`config.mk`:
```
export PLATFORM = sky130hd
export DESIGN_NAME = dark_blob_follow_controller_unit
export DESIGN_NICKNAME = d
export VERILOG_FILES = /design/src/rtl/dbf_pkg.sv /design/src/rtl/dbf_div.sv /design/src/rtl/dbf_back.sv /design/src/rtl/dbf_front.sv /design/src/rtl/dark_blob_follow_controller_unit.sv
export SDC_FILE = /design/constraint.sdc
export NUM_CORES = 2
export LEC_CHECK = 0
export CAP_MARGIN = 10
export CORE_MARGIN = 2
export CORE_UTILIZATION = 50
export CTS_CLUSTER_SIZE = 20
export DETAILED_ROUTE_END_ITERATION = 7
export DONT_BUFFER_PORTS = 1
export SLEW_MARGIN = 20
export SYNTH_ARGS = -nofsm -noshare
export SYNTH_HDL_FRONTEND = slang
export SYNTH_SLANG_ARGS = --single-unit
```
`constraint.sdc`:
```
create_clock -name clock -period 9.8 [get_ports clock]
set_input_delay 0.49 -clock clock [delete_from_list [all_inputs] [get_ports clock]]
set_output_delay 0.49 -clock clock [all_outputs]
set_load 0.02 [all_outputs]
```
`src/rtl/dbf_pkg.sv`:
```
package dbf_pkg;

   localparam int COORD_BITS = 12;
   localparam int FRAC_BITS  = 14;
   localparam int NUM_BITS   = COORD_BITS + FRAC_BITS;
   localparam int DEN_BITS   = COORD_BITS - 1;
   localparam int STEP_BITS  = $clog2(NUM_BITS);
   localparam int VEL_BITS   = 16;
   localparam int IDX_BITS   = 3;
   localparam int DATA_BITS  = 16;

   typedef logic [COORD_BITS-1:0]      coord_type;
   typedef logic signed [VEL_BITS-1:0] vel_type;

   typedef enum logic [1:0] {
      CMD_PIXEL = 2'd0,
      CMD_ALT   = 2'd1,
      CMD_TICK  = 2'd2
   } cmd_type;

   localparam logic [IDX_BITS-1:0] REG_THRESHOLD = 3'd0;
   localparam logic [IDX_BITS-1:0] REG_ROWS      = 3'd1;
   localparam logic [IDX_BITS-1:0] REG_COLS      = 3'd2;
   localparam logic [IDX_BITS-1:0] REG_HOVER     = 3'd3;
   localparam logic [IDX_BITS-1:0] REG_CLIMB     = 3'd4;
   localparam logic [IDX_BITS-1:0] REG_TIMEOUT   = 3'd5;
   localparam logic [IDX_BITS-1:0] REG_ENABLE    = 3'd6;

   typedef struct packed {
      logic [7:0]  threshold;
      coord_type   rows;
      coord_type   cols;
      logic [14:0] hover;
      logic [14:0] climb;
      logic [15:0] timeout;
      logic        enable;
   } cfg_type;

   // One finished frame handed from the front end to the back end
   typedef struct packed {
      logic               found;
      coord_type          row;
      coord_type          col;
      logic signed [15:0] alt;
      logic               hold;
   } job_type;

   typedef struct packed {
      vel_type   vel_x;
      vel_type   vel_y;
      vel_type   vel_z;
      logic      found;
      coord_type row;
      coord_type col;
   } result_type;

   typedef enum logic [1:0] {
      BK_IDLE,
      BK_DIV_X,
      BK_DIV_Y,
      BK_WRITE
   } back_state_type;

   function automatic logic [DEN_BITS-1:0] centre(input coord_type size);
      logic [DEN_BITS-1:0] c;
      c = size[COORD_BITS-1:1];
      if (c == '0) c = DEN_BITS'(1);
      return c;
   endfunction

   function automatic logic signed [COORD_BITS:0] offset(input coord_type size,
                                                         input coord_type pos);
      return $signed({2'b00, centre(size)}) - $signed({1'b0, pos});
   endfunction

   function automatic logic [NUM_BITS-1:0] numerator(input logic signed [COORD_BITS:0] off);
      logic [COORD_BITS:0] mag;
      mag = off[COORD_BITS] ? -off : off;
      return {mag[COORD_BITS-1:0], {FRAC_BITS{1'b0}}};
   endfunction

   // Apply sign to the magnitude quotient and clamp to the velocity range
   function automatic vel_type sat_quot(input logic neg, input logic [NUM_BITS-1:0] q);
      vel_type v;
      if (!neg) begin
         if (q > NUM_BITS'(32767)) v = 16'sh7FFF;
         else                      v = q[VEL_BITS-1:0];
      end else begin
         if (q > NUM_BITS'(32768)) v = 16'sh8000;
         else                      v = -q[VEL_BITS-1:0];
      end
      return v;
   endfunction

endpackage

```
`src/rtl/dbf_div.sv`:
```
module dbf_div (
   input  logic                              clock,
   input  logic                              reset,
   input  logic                              start,
   input  logic [dbf_pkg::NUM_BITS-1:0]      num,
   input  logic [dbf_pkg::DEN_BITS-1:0]      den,
   output logic                              done,
   output logic [dbf_pkg::NUM_BITS-1:0]      quot
);

   logic [dbf_pkg::NUM_BITS-1:0]  quot_ff, quot_in;
   logic [dbf_pkg::DEN_BITS-1:0]  rem_ff, rem_in;
   logic [dbf_pkg::DEN_BITS-1:0]  den_ff, den_in;
   logic [dbf_pkg::STEP_BITS-1:0] cnt_ff, cnt_in;
   logic                          busy_ff, busy_in;
   logic                          done_ff, done_in;
   logic [dbf_pkg::DEN_BITS:0]    rem_sh;
   logic [dbf_pkg::DEN_BITS:0]    rem_sub;
   logic                          fits;

   // One restoring step a cycle, numerator bits shift out as quotient bits shift in
   always_comb begin
      rem_sh  = {rem_ff, quot_ff[dbf_pkg::NUM_BITS-1]};
      fits    = rem_sh >= {1'b0, den_ff};
      rem_sub = rem_sh - {1'b0, den_ff};
      quot_in = quot_ff;
      rem_in  = rem_ff;
      den_in  = den_ff;
      cnt_in  = cnt_ff;
      busy_in = busy_ff;
      done_in = 1'b0;
      if (start) begin
         quot_in = num;
         rem_in  = '0;
         den_in  = den;
         cnt_in  = '0;
         busy_in = 1'b1;
      end else if (busy_ff) begin
         quot_in = {quot_ff[dbf_pkg::NUM_BITS-2:0], fits};
         rem_in  = fits ? rem_sub[dbf_pkg::DEN_BITS-1:0] : rem_sh[dbf_pkg::DEN_BITS-1:0];
         cnt_in  = cnt_ff + 1'b1;
         if (cnt_ff == dbf_pkg::STEP_BITS'(dbf_pkg::NUM_BITS - 1)) begin
            busy_in = 1'b0;
            done_in = 1'b1;
         end
      end
   end

   always_ff @(posedge clock) begin
      if (reset) begin
         busy_ff <= 1'b0;
         done_ff <= 1'b0;
         cnt_ff  <= '0;
      end else begin
         busy_ff <= busy_in;
         done_ff <= done_in;
         cnt_ff  <= cnt_in;
      end
      quot_ff <= quot_in;
      rem_ff  <= rem_in;
      den_ff  <= den_in;
   end

   assign done = done_ff;
   assign quot = quot_ff;

endmodule

```
`src/rtl/dbf_back.sv`:
```
module dbf_back (
   input  logic                 clock,
   input  logic                 reset,
   input  dbf_pkg::cfg_type     cfg,
   input  logic                 job_valid,
   input  dbf_pkg::job_type     job,
   output logic                 job_pop,
   output logic                 res_valid,
   output dbf_pkg::result_type  res,
   input  logic                 res_pop
);

   dbf_pkg::back_state_type state_ff, state_in;
   dbf_pkg::job_type        job_ff, job_in;
   dbf_pkg::result_type     res_ff, res_in;
   dbf_pkg::vel_type        vx_ff, vx_in, vy_ff, vy_in, last_vz_ff, last_vz_in;
   logic                    res_valid_ff, res_valid_in;
   logic                    neg_ff, neg_in;
   logic [30:0]             prod_ff, prod_in;

   logic                          div_start, load_x, load_y, res_load;
   logic                          div_done;
   logic [dbf_pkg::NUM_BITS-1:0]  div_num, div_quot;
   logic [dbf_pkg::DEN_BITS-1:0]  div_den;
   logic signed [dbf_pkg::COORD_BITS:0] off;
   logic signed [16:0]            dh;
   logic signed [17:0]            dsearch;
   logic [22:0]                   prod_sh;
   dbf_pkg::vel_type              vz;

   dbf_div u_div (
      .clock (clock),
      .reset (reset),
      .start (div_start),
      .num   (div_num),
      .den   (div_den),
      .done  (div_done),
      .quot  (div_quot)
   );

   always_comb begin
      state_in = state_ff;
      unique case (state_ff)
         dbf_pkg::BK_IDLE:
            if (job_valid) state_in = job.found ? dbf_pkg::BK_DIV_X : dbf_pkg::BK_WRITE;
         dbf_pkg::BK_DIV_X:
            if (div_done) state_in = dbf_pkg::BK_DIV_Y;
         dbf_pkg::BK_DIV_Y:
            if (div_done) state_in = dbf_pkg::BK_WRITE;
         dbf_pkg::BK_WRITE:
            if (!res_valid_ff || res_pop) state_in = dbf_pkg::BK_IDLE;
         default: state_in = dbf_pkg::BK_IDLE;
      endcase
   end

   always_comb begin
      job_pop   = 1'b0;
      div_start = 1'b0;
      load_x    = 1'b0;
      load_y    = 1'b0;
      res_load  = 1'b0;
      unique case (state_ff)
         dbf_pkg::BK_IDLE: begin
            job_pop   = job_valid;
            div_start = job_valid && job.found;
         end
         dbf_pkg::BK_DIV_X: begin
            load_x    = div_done;
            div_start = div_done;
         end
         dbf_pkg::BK_DIV_Y: load_y = div_done;
         dbf_pkg::BK_WRITE: res_load = !res_valid_ff || res_pop;
         default: ;
      endcase
   end

   // Rows go first from the queue head, columns follow from the held job
   always_comb begin
      if (state_ff == dbf_pkg::BK_IDLE) begin
         off     = dbf_pkg::offset(cfg.rows, job.row);
         div_den = dbf_pkg::centre(cfg.rows);
      end else begin
         off     = dbf_pkg::offset(cfg.cols, job_ff.col);
         div_den = dbf_pkg::centre(cfg.cols);
      end
      div_num = dbf_pkg::numerator(off);
   end

   always_comb begin
      dh      = $signed({job_ff.alt[15], job_ff.alt}) - $signed({2'b00, cfg.hover});
      dsearch = $signed({{2{job_ff.alt[15]}}, job_ff.alt})
              - $signed({2'b00, cfg.hover, 1'b0});
      prod_in = dh[15:0] * cfg.climb;
      prod_sh = prod_ff[30:8];
      if (job_ff.found) begin
         if (dh < -17'sd128)     vz = {1'b0, cfg.climb};
         else if (dh < 17'sd128) vz = '0;
         else if (prod_sh > 23'd32768) vz = 16'sh8000;
         else                    vz = -prod_sh[15:0];
      end else if (job_ff.hold) begin
         vz = last_vz_ff;
      end else if (dsearch < -18'sd256) begin
         vz = {1'b0, cfg.climb};
      end else if (dsearch > 18'sd256) begin
         vz = -{1'b0, cfg.climb};
      end else begin
         vz = '0;
      end
   end

   always_comb begin
      job_in       = job_pop ? job : job_ff;
      neg_in       = div_start ? off[dbf_pkg::COORD_BITS] : neg_ff;
      vx_in        = load_x ? dbf_pkg::sat_quot(neg_ff, div_quot) : vx_ff;
      vy_in        = load_y ? dbf_pkg::sat_quot(neg_ff, div_quot) : vy_ff;
      last_vz_in   = res_load ? vz : last_vz_ff;
      res_in       = res_ff;
      res_valid_in = res_valid_ff && !res_pop;
      if (res_load) begin
         res_in.vel_x = job_ff.found ? vx_ff : '0;
         res_in.vel_y = job_ff.found ? vy_ff : '0;
         res_in.vel_z = vz;
         res_in.found = job_ff.found;
         res_in.row   = job_ff.found ? job_ff.row : '0;
         res_in.col   = job_ff.found ? job_ff.col : '0;
         res_valid_in = 1'b1;
      end
   end

   always_ff @(posedge clock) begin
      if (reset) begin
         state_ff     <= dbf_pkg::BK_IDLE;
         res_valid_ff <= 1'b0;
         last_vz_ff   <= '0;
      end else begin
         state_ff     <= state_in;
         res_valid_ff <= res_valid_in;
         last_vz_ff   <= last_vz_in;
      end
      job_ff  <= job_in;
      neg_ff  <= neg_in;
      vx_ff   <= vx_in;
      vy_ff   <= vy_in;
      prod_ff <= prod_in;
      res_ff  <= res_in;
   end

   assign res_valid = res_valid_ff;
   assign res       = res_ff;

endmodule

```
`src/rtl/dbf_front.sv`:
```
module dbf_front (
   input  logic                 clock,
   input  logic                 reset,
   input  dbf_pkg::cfg_type     cfg,
   input  logic                 push,
   output logic                 full,
   input  logic [1:0]           cmd,
   input  logic [7:0]           pixel_gray,
   input  logic                 end_of_frame,
   input  logic signed [15:0]   altitude,
   output logic                 job_valid,
   output dbf_pkg::job_type     job,
   input  logic                 job_pop
);

   dbf_pkg::coord_type row_ff, row_in, col_ff, col_in;
   dbf_pkg::coord_type hit_row_ff, hit_row_in, hit_col_ff, hit_col_in;
   logic               hit_seen_ff, hit_seen_in;
   logic signed [15:0] alt_ff, alt_in;
   logic [15:0]        ticks_ff, ticks_in;

   dbf_pkg::job_type   q_ff [2];
   dbf_pkg::job_type   job_w;
   logic               wr_ff, wr_in, rd_ff, rd_in;
   logic [1:0]         count_ff, count_in;

   logic               accept, job_push;
   dbf_pkg::coord_type nc, nr;

   assign full   = count_ff == 2'd2;
   assign accept = push && !full;

   always_comb begin
      row_in      = row_ff;
      col_in      = col_ff;
      hit_row_in  = hit_row_ff;
      hit_col_in  = hit_col_ff;
      hit_seen_in = hit_seen_ff;
      alt_in      = alt_ff;
      ticks_in    = ticks_ff;
      job_push    = 1'b0;
      job_w       = '0;
      nc          = col_ff + 1'b1;
      nr          = row_ff + 1'b1;
      if (accept) begin
         unique case (cmd)
            dbf_pkg::CMD_ALT: alt_in = altitude;
            dbf_pkg::CMD_TICK:
               if (ticks_ff != 16'hFFFF) ticks_in = ticks_ff + 1'b1;
            dbf_pkg::CMD_PIXEL:
               if (cfg.enable) begin
                  if (!hit_seen_ff && pixel_gray <= cfg.threshold) begin
                     hit_seen_in = 1'b1;
                     hit_row_in  = row_ff;
                     hit_col_in  = col_ff;
                  end
                  // Wrap the column at the frame width and the row at the frame height
                  if (nc == '0 || nc >= cfg.cols) begin
                     col_in = '0;
                     row_in = (nr >= cfg.rows) ? '0 : nr;
                  end else begin
                     col_in = nc;
                  end
                  if (end_of_frame) begin
                     job_push    = 1'b1;
                     job_w.found = hit_seen_in;
                     job_w.row   = hit_row_in;
                     job_w.col   = hit_col_in;
                     job_w.alt   = alt_ff;
                     job_w.hold  = ticks_ff < cfg.timeout;
                     row_in      = '0;
                     col_in      = '0;
                     hit_seen_in = 1'b0;
                     hit_row_in  = '0;
                     hit_col_in  = '0;
                     if (job_w.found) ticks_in = '0;
                  end
               end
            default: ;
         endcase
      end
   end

   always_comb begin
      wr_in    = job_push ? !wr_ff : wr_ff;
      rd_in    = job_pop ? !rd_ff : rd_ff;
      count_in = count_ff + {1'b0, job_push} - {1'b0, job_pop};
   end

   always_ff @(posedge clock) begin
      if (reset) begin
         row_ff      <= '0;
         col_ff      <= '0;
         hit_seen_ff <= 1'b0;
         hit_row_ff  <= '0;
         hit_col_ff  <= '0;
         alt_ff      <= '0;
         ticks_ff    <= '0;
         wr_ff       <= 1'b0;
         rd_ff       <= 1'b0;
         count_ff    <= '0;
      end else begin
         row_ff      <= row_in;
         col_ff      <= col_in;
         hit_seen_ff <= hit_seen_in;
         hit_row_ff  <= hit_row_in;
         hit_col_ff  <= hit_col_in;
         alt_ff      <= alt_in;
         ticks_ff    <= ticks_in;
         wr_ff       <= wr_in;
         rd_ff       <= rd_in;
         count_ff    <= count_in;
      end
      if (job_push) q_ff[wr_ff] <= job_w;
   end

   assign job_valid = count_ff != 2'd0;
   assign job       = q_ff[rd_ff];

endmodule

```
`src/rtl/dark_blob_follow_controller_unit.sv`:
```
// Camera-guided follow controller. Pixel, altitude and tick items are taken one per
// cycle by the front end while req_full is low; while enabled, it thresholds pixels,
// tracks the raster position and keeps the first dark pixel of the frame. The pixel
// flagged end_of_frame hands a frame record to a two-entry queue; the back end turns
// each record into one velocity item. A frame with a target runs two 26-step divisions
// (rows, then columns) through one shared bit-serial divider; a frame without a target
// goes from idle straight to the write state. req_full rises only while two frame
// records wait in the queue. Registers are to be written only while the block is idle.
module dark_blob_follow_controller_unit (
   input  logic                              clock,
   input  logic                              reset,
   input  logic                              req_push,
   output logic                              req_full,
   input  logic [1:0]                        req_cmd,
   input  logic [7:0]                        req_pixel_gray,
   input  logic                              req_end_of_frame,
   input  logic signed [15:0]                req_altitude,
   output logic                              rsp_empty,
   input  logic                              rsp_pop,
   output logic signed [15:0]                rsp_vel_x,
   output logic signed [15:0]                rsp_vel_y,
   output logic signed [15:0]                rsp_vel_z,
   output logic                              rsp_target_found,
   output logic [dbf_pkg::COORD_BITS-1:0]    rsp_found_row,
   output logic [dbf_pkg::COORD_BITS-1:0]    rsp_found_col,
   input  logic                              csr_write,
   input  logic [dbf_pkg::IDX_BITS-1:0]      csr_index,
   input  logic [dbf_pkg::DATA_BITS-1:0]     csr_data
);

   dbf_pkg::cfg_type    cfg_ff, cfg_in;
   dbf_pkg::job_type    job;
   dbf_pkg::result_type res;
   logic                job_valid, job_pop, res_valid;

   always_comb begin
      cfg_in = cfg_ff;
      if (csr_write) begin
         unique case (csr_index)
            dbf_pkg::REG_THRESHOLD: cfg_in.threshold = csr_data[7:0];
            dbf_pkg::REG_ROWS:      cfg_in.rows      = csr_data[dbf_pkg::COORD_BITS-1:0];
            dbf_pkg::REG_COLS:      cfg_in.cols      = csr_data[dbf_pkg::COORD_BITS-1:0];
            dbf_pkg::REG_HOVER:     cfg_in.hover     = csr_data[14:0];
            dbf_pkg::REG_CLIMB:     cfg_in.climb     = csr_data[14:0];
            dbf_pkg::REG_TIMEOUT:   cfg_in.timeout   = csr_data;
            dbf_pkg::REG_ENABLE:    cfg_in.enable    = csr_data[0];
            default: ;
         endcase
      end
   end

   always_ff @(posedge clock) begin
      if (reset) begin
         cfg_ff.threshold <= 8'd127;
         cfg_ff.rows      <= dbf_pkg::COORD_BITS'(480);
         cfg_ff.cols      <= dbf_pkg::COORD_BITS'(640);
         cfg_ff.hover     <= 15'd1024;
         cfg_ff.climb     <= 15'd1638;
         cfg_ff.timeout   <= 16'd5000;
         cfg_ff.enable    <= 1'b0;
      end else begin
         cfg_ff <= cfg_in;
      end
   end

   dbf_front u_front (
      .clock        (clock),
      .reset        (reset),
      .cfg          (cfg_ff),
      .push         (req_push),
      .full         (req_full),
      .cmd          (req_cmd),
      .pixel_gray   (req_pixel_gray),
      .end_of_frame (req_end_of_frame),
      .altitude     (req_altitude),
      .job_valid    (job_valid),
      .job          (job),
      .job_pop      (job_pop)
   );

   dbf_back u_back (
      .clock     (clock),
      .reset     (reset),
      .cfg       (cfg_ff),
      .job_valid (job_valid),
      .job       (job),
      .job_pop   (job_pop),
      .res_valid (res_valid),
      .res       (res),
      .res_pop   (rsp_pop)
   );

   assign rsp_empty        = !res_valid;
   assign rsp_vel_x        = res.vel_x;
   assign rsp_vel_y        = res.vel_y;
   assign rsp_vel_z        = res.vel_z;
   assign rsp_target_found = res.found;
   assign rsp_found_row    = res.row;
   assign rsp_found_col    = res.col;

endmodule
```
==> results by group <==
Timing
  – Post-layout min period: 8680 ps
  – Least-Margin Pin Slew: 1100 ps
  – Fin crit share: 88.6%
  – Unrepaired setup endpoints after global routing: false
  – F_max: 0.115 GHz
  – Final setup violation count: 0
  – Clock skew: 34.1 ps
  – Max-slew headroom: 26.4%
  – Max-slew violations: 0
  – TNS Setup: 0 ps
  – Hold Fails Final Rpt: 0

Layout
  – Share of cells above drive strength 1: 5.96%
  – # nets final: 3,695
  – Area grow syn2layout: 8.95%
  – # diodes: 0

Status
  – Outcome: completed

Yosys
  – Top post-synthesis cells by count: 342 x inv_1, 341 x nand2_1, 255 x edfxtp_1, 250 x nor2_1, 239 x dfxtp_1
  – Area share of the largest cell type after synthesis: 23.9%
  – Flops & latches, synth: 494
  – Synth Warn #: 0
  – Cell taking the most area after synthesis: edfxtp_1
  – Ys flop type: edfxtp_1
  – Count leader, synth: inv_1
  – Syn Std Cell Area: 0.0320 mm2
  – Ys async rst share: 0%
  – Post-synth EDFFs: 255
  – Cells after Synth: 3,290
  – Share of the yosys chip area belonging to registers: 38.8%
  – Post-synthesis average cell area: 9.74 um2
  – Top post-synthesis cells by area: edfxtp_1 24%, dfxtp_1 15%, fa_1 11%, ha_1 8.5%, inv_1 4.0%
  – Distinct cells, synth: 78
  – Post-synth net total: 3,743

Critical path
  – Reg-to-reg slack, setup: 1120 ps
  – CP Launch Type: flop
  – Max stage delay on crit path: 790 ps
  – Critical Path Start: u_back.job_ff[10]
  – Critical R2R Launch: u_back.job_ff[10]
  – Worst path slowest cell: nor2_1
  – Crit-path most repeated cell: fa_1
  – WP data required: 10,320 ps
  – CP endpoint kind: flop
  – WS Path Type: flop to flop
  – Worst Path Arrival: 9200 ps
  – Max FO, Critical Path: 13

Clocking
  – Clock latency on the worst-skew pair: 620 ps
  – Worst-path clk slew: 70 ps
  – Post-CTS repair timing setup buffer count: 0
  – CTS tree: yes
  – Root buffer cell: clkbuf_16
  – CTS sink cnt: 494
  – Total CTS buffers: 53
  – Number of H-tree levels: 2
  – Resize count post-CTS: 0
  – Clk buf depth: 3
  – # hold bufs at CTS: 28

Route
  – Vias per Instance: 5.63
  – Remaining antenna violation count after routing: 0
  – Remaining DRCs: 0
  – Via count: 23,300
  – Routed Wire Length: 79,600 um
  – Number of DRC markers in iteration 0: 1,664
  – TritonRoute pass-1 iters: 6
  – WL/cell: 19.3 um

Min path
  – HP Class: primary input to flop
  – Hold path startpoint: csr_data[1]

Floorplan
  – Die ar.: 0.0661 mm2
  – Initial Util: 50.7%
  – Row count: 92
  – CORE AREA: 0.0632 mm2
  – Die Ht: 257 um
  – Chip Width: 257 um
  – Io pins: 126

Global route
  – GRT Overall Usage: 23.9%
  – Total gr overflow: 0
  – Initial antenna violation count: 1
  – Pin count of the biggest net entering global routing: 175
  – Number of global-route vias before repair: 22,900
  – First-pass GRT wire length: 127,000 um

Place
  – Final HPWL DP: 57,300 um
  – GPL Wtd Cong: 0.906
  – I/O Buffers: 0

Flow run
  – Total of max-cap violations: 0
final cells by class:
cell class                      instances  area [um2]
Clock buffer                           66        1440
Fill cell                            5475       28300
Inverter                              343        1290
Tap cell                              846        1060
Clock inverter                         34         367
Sequential cell                       494       12400
Timing Repair Buffer                   68         597
Multi-Input combinational cell       2282       17700
registers in the layout, summed over array words and instances, names as in the netlist, 12 cells and up, named ones only:
register	cells
u_front.q_ff	84
cfg_ff	79
u_back.res	73
u_back.job_ff	42
u_back.u_div.quot	26
u_back.prod_ff	23
u_back.last_vz_ff	16
u_back.vx_ff	16
u_back.vy_ff	16
u_front.alt_ff	16
u_front.ticks_ff	16
u_front.col_ff	12
u_front.hit_col_ff	12
u_front.hit_row_ff	12
u_front.row_ff	12
cell usage in the layout, fill, tap and decap left out, types with 67 or more instances in the layout:
master / Yosys / routed
xnor2_1: 67 / 67
ha_1: 218 / 218
xor2_1: 67 / 67
and2_1: 159 / 159
mux2i_1: 84 / 84
a21oi_1: 143 / 142
o21ai_0: 97 / 97
dfxtp_1: 239 / 238
nor2_1: 250 / 248
edfxtp_1: 255 / 255
fa_1: 184 / 184
nand2_1: 341 / 341
inv_1: 342 / 340
critical path: cells and delay by family (launching register included):
| family | cells | cell delay (ps) |
|---|---|---|
| compound gates | 8 | 2190 |
| xor+xnor | 1 | 120 |
| fa+ha+maj | 8 | 3540 |
| buf+inv | 4 | 290 |
| flops | 1 | 420 |
| simple gates | 7 | 2020 |
metrics by stage:
stage	util (%)	setup slack, ps	area (um2)	hold slack, ps	std cells
CTS	55.2	1170	34900	0.898	4131
global placement	51.9	1290	32800	440	4003
global route	55.2	587	34900	9.63	4133
detailed placement	51.9	1200	32800	447	4003
floorplan	-	1920	32000	424	3290
finish	55.2	1120	34900	28.8	4133
worst paths after layout:
kind,end,cells after the start
setup / recovery,u_back.prod_ff[30],28
hold / removal,cfg_ff[60],2
setup reg to reg,u_back.prod_ff[30],28
hold reg to reg,cfg_ff[40],2
logic make-up (layout without fill, tap and decap cells):
group                      Yosys count  after routing  share of synthesized area, %
AOI/OAI and AO/OA                  508            508                          10.5
xor gates and xnor gates           134            134                          3.66
adders and majority gates          402            402                          20.0
buffers and inverters              514            511                          6.06
DFF                                494            494                          38.8
muxes                              117            117                          3.78
and+or+nand+nor                   1121           1121                          17.1
layer usage:
| layer | part of all wire (%) | vias up | wire length, um | global-route usage [%] |
|---|---|---|---|---|
| li1 | - | 11100 | - | - |
| met1 | 47 | 11400 | 37400 | 34.3 |
| met2 | 45 | 673 | 35600 | 37.6 |
| met3 | 6.3 | 124 | 5040 | 4.29 |
| met4 | 2.0 | 0 | 1610 | 6.02 |
| met5 | 0 | - | 0 | 0 |
Power is left out: the tool's default activity adds up to more than one toggle a clock period on the data nets, which glitch-free logic cannot reach.
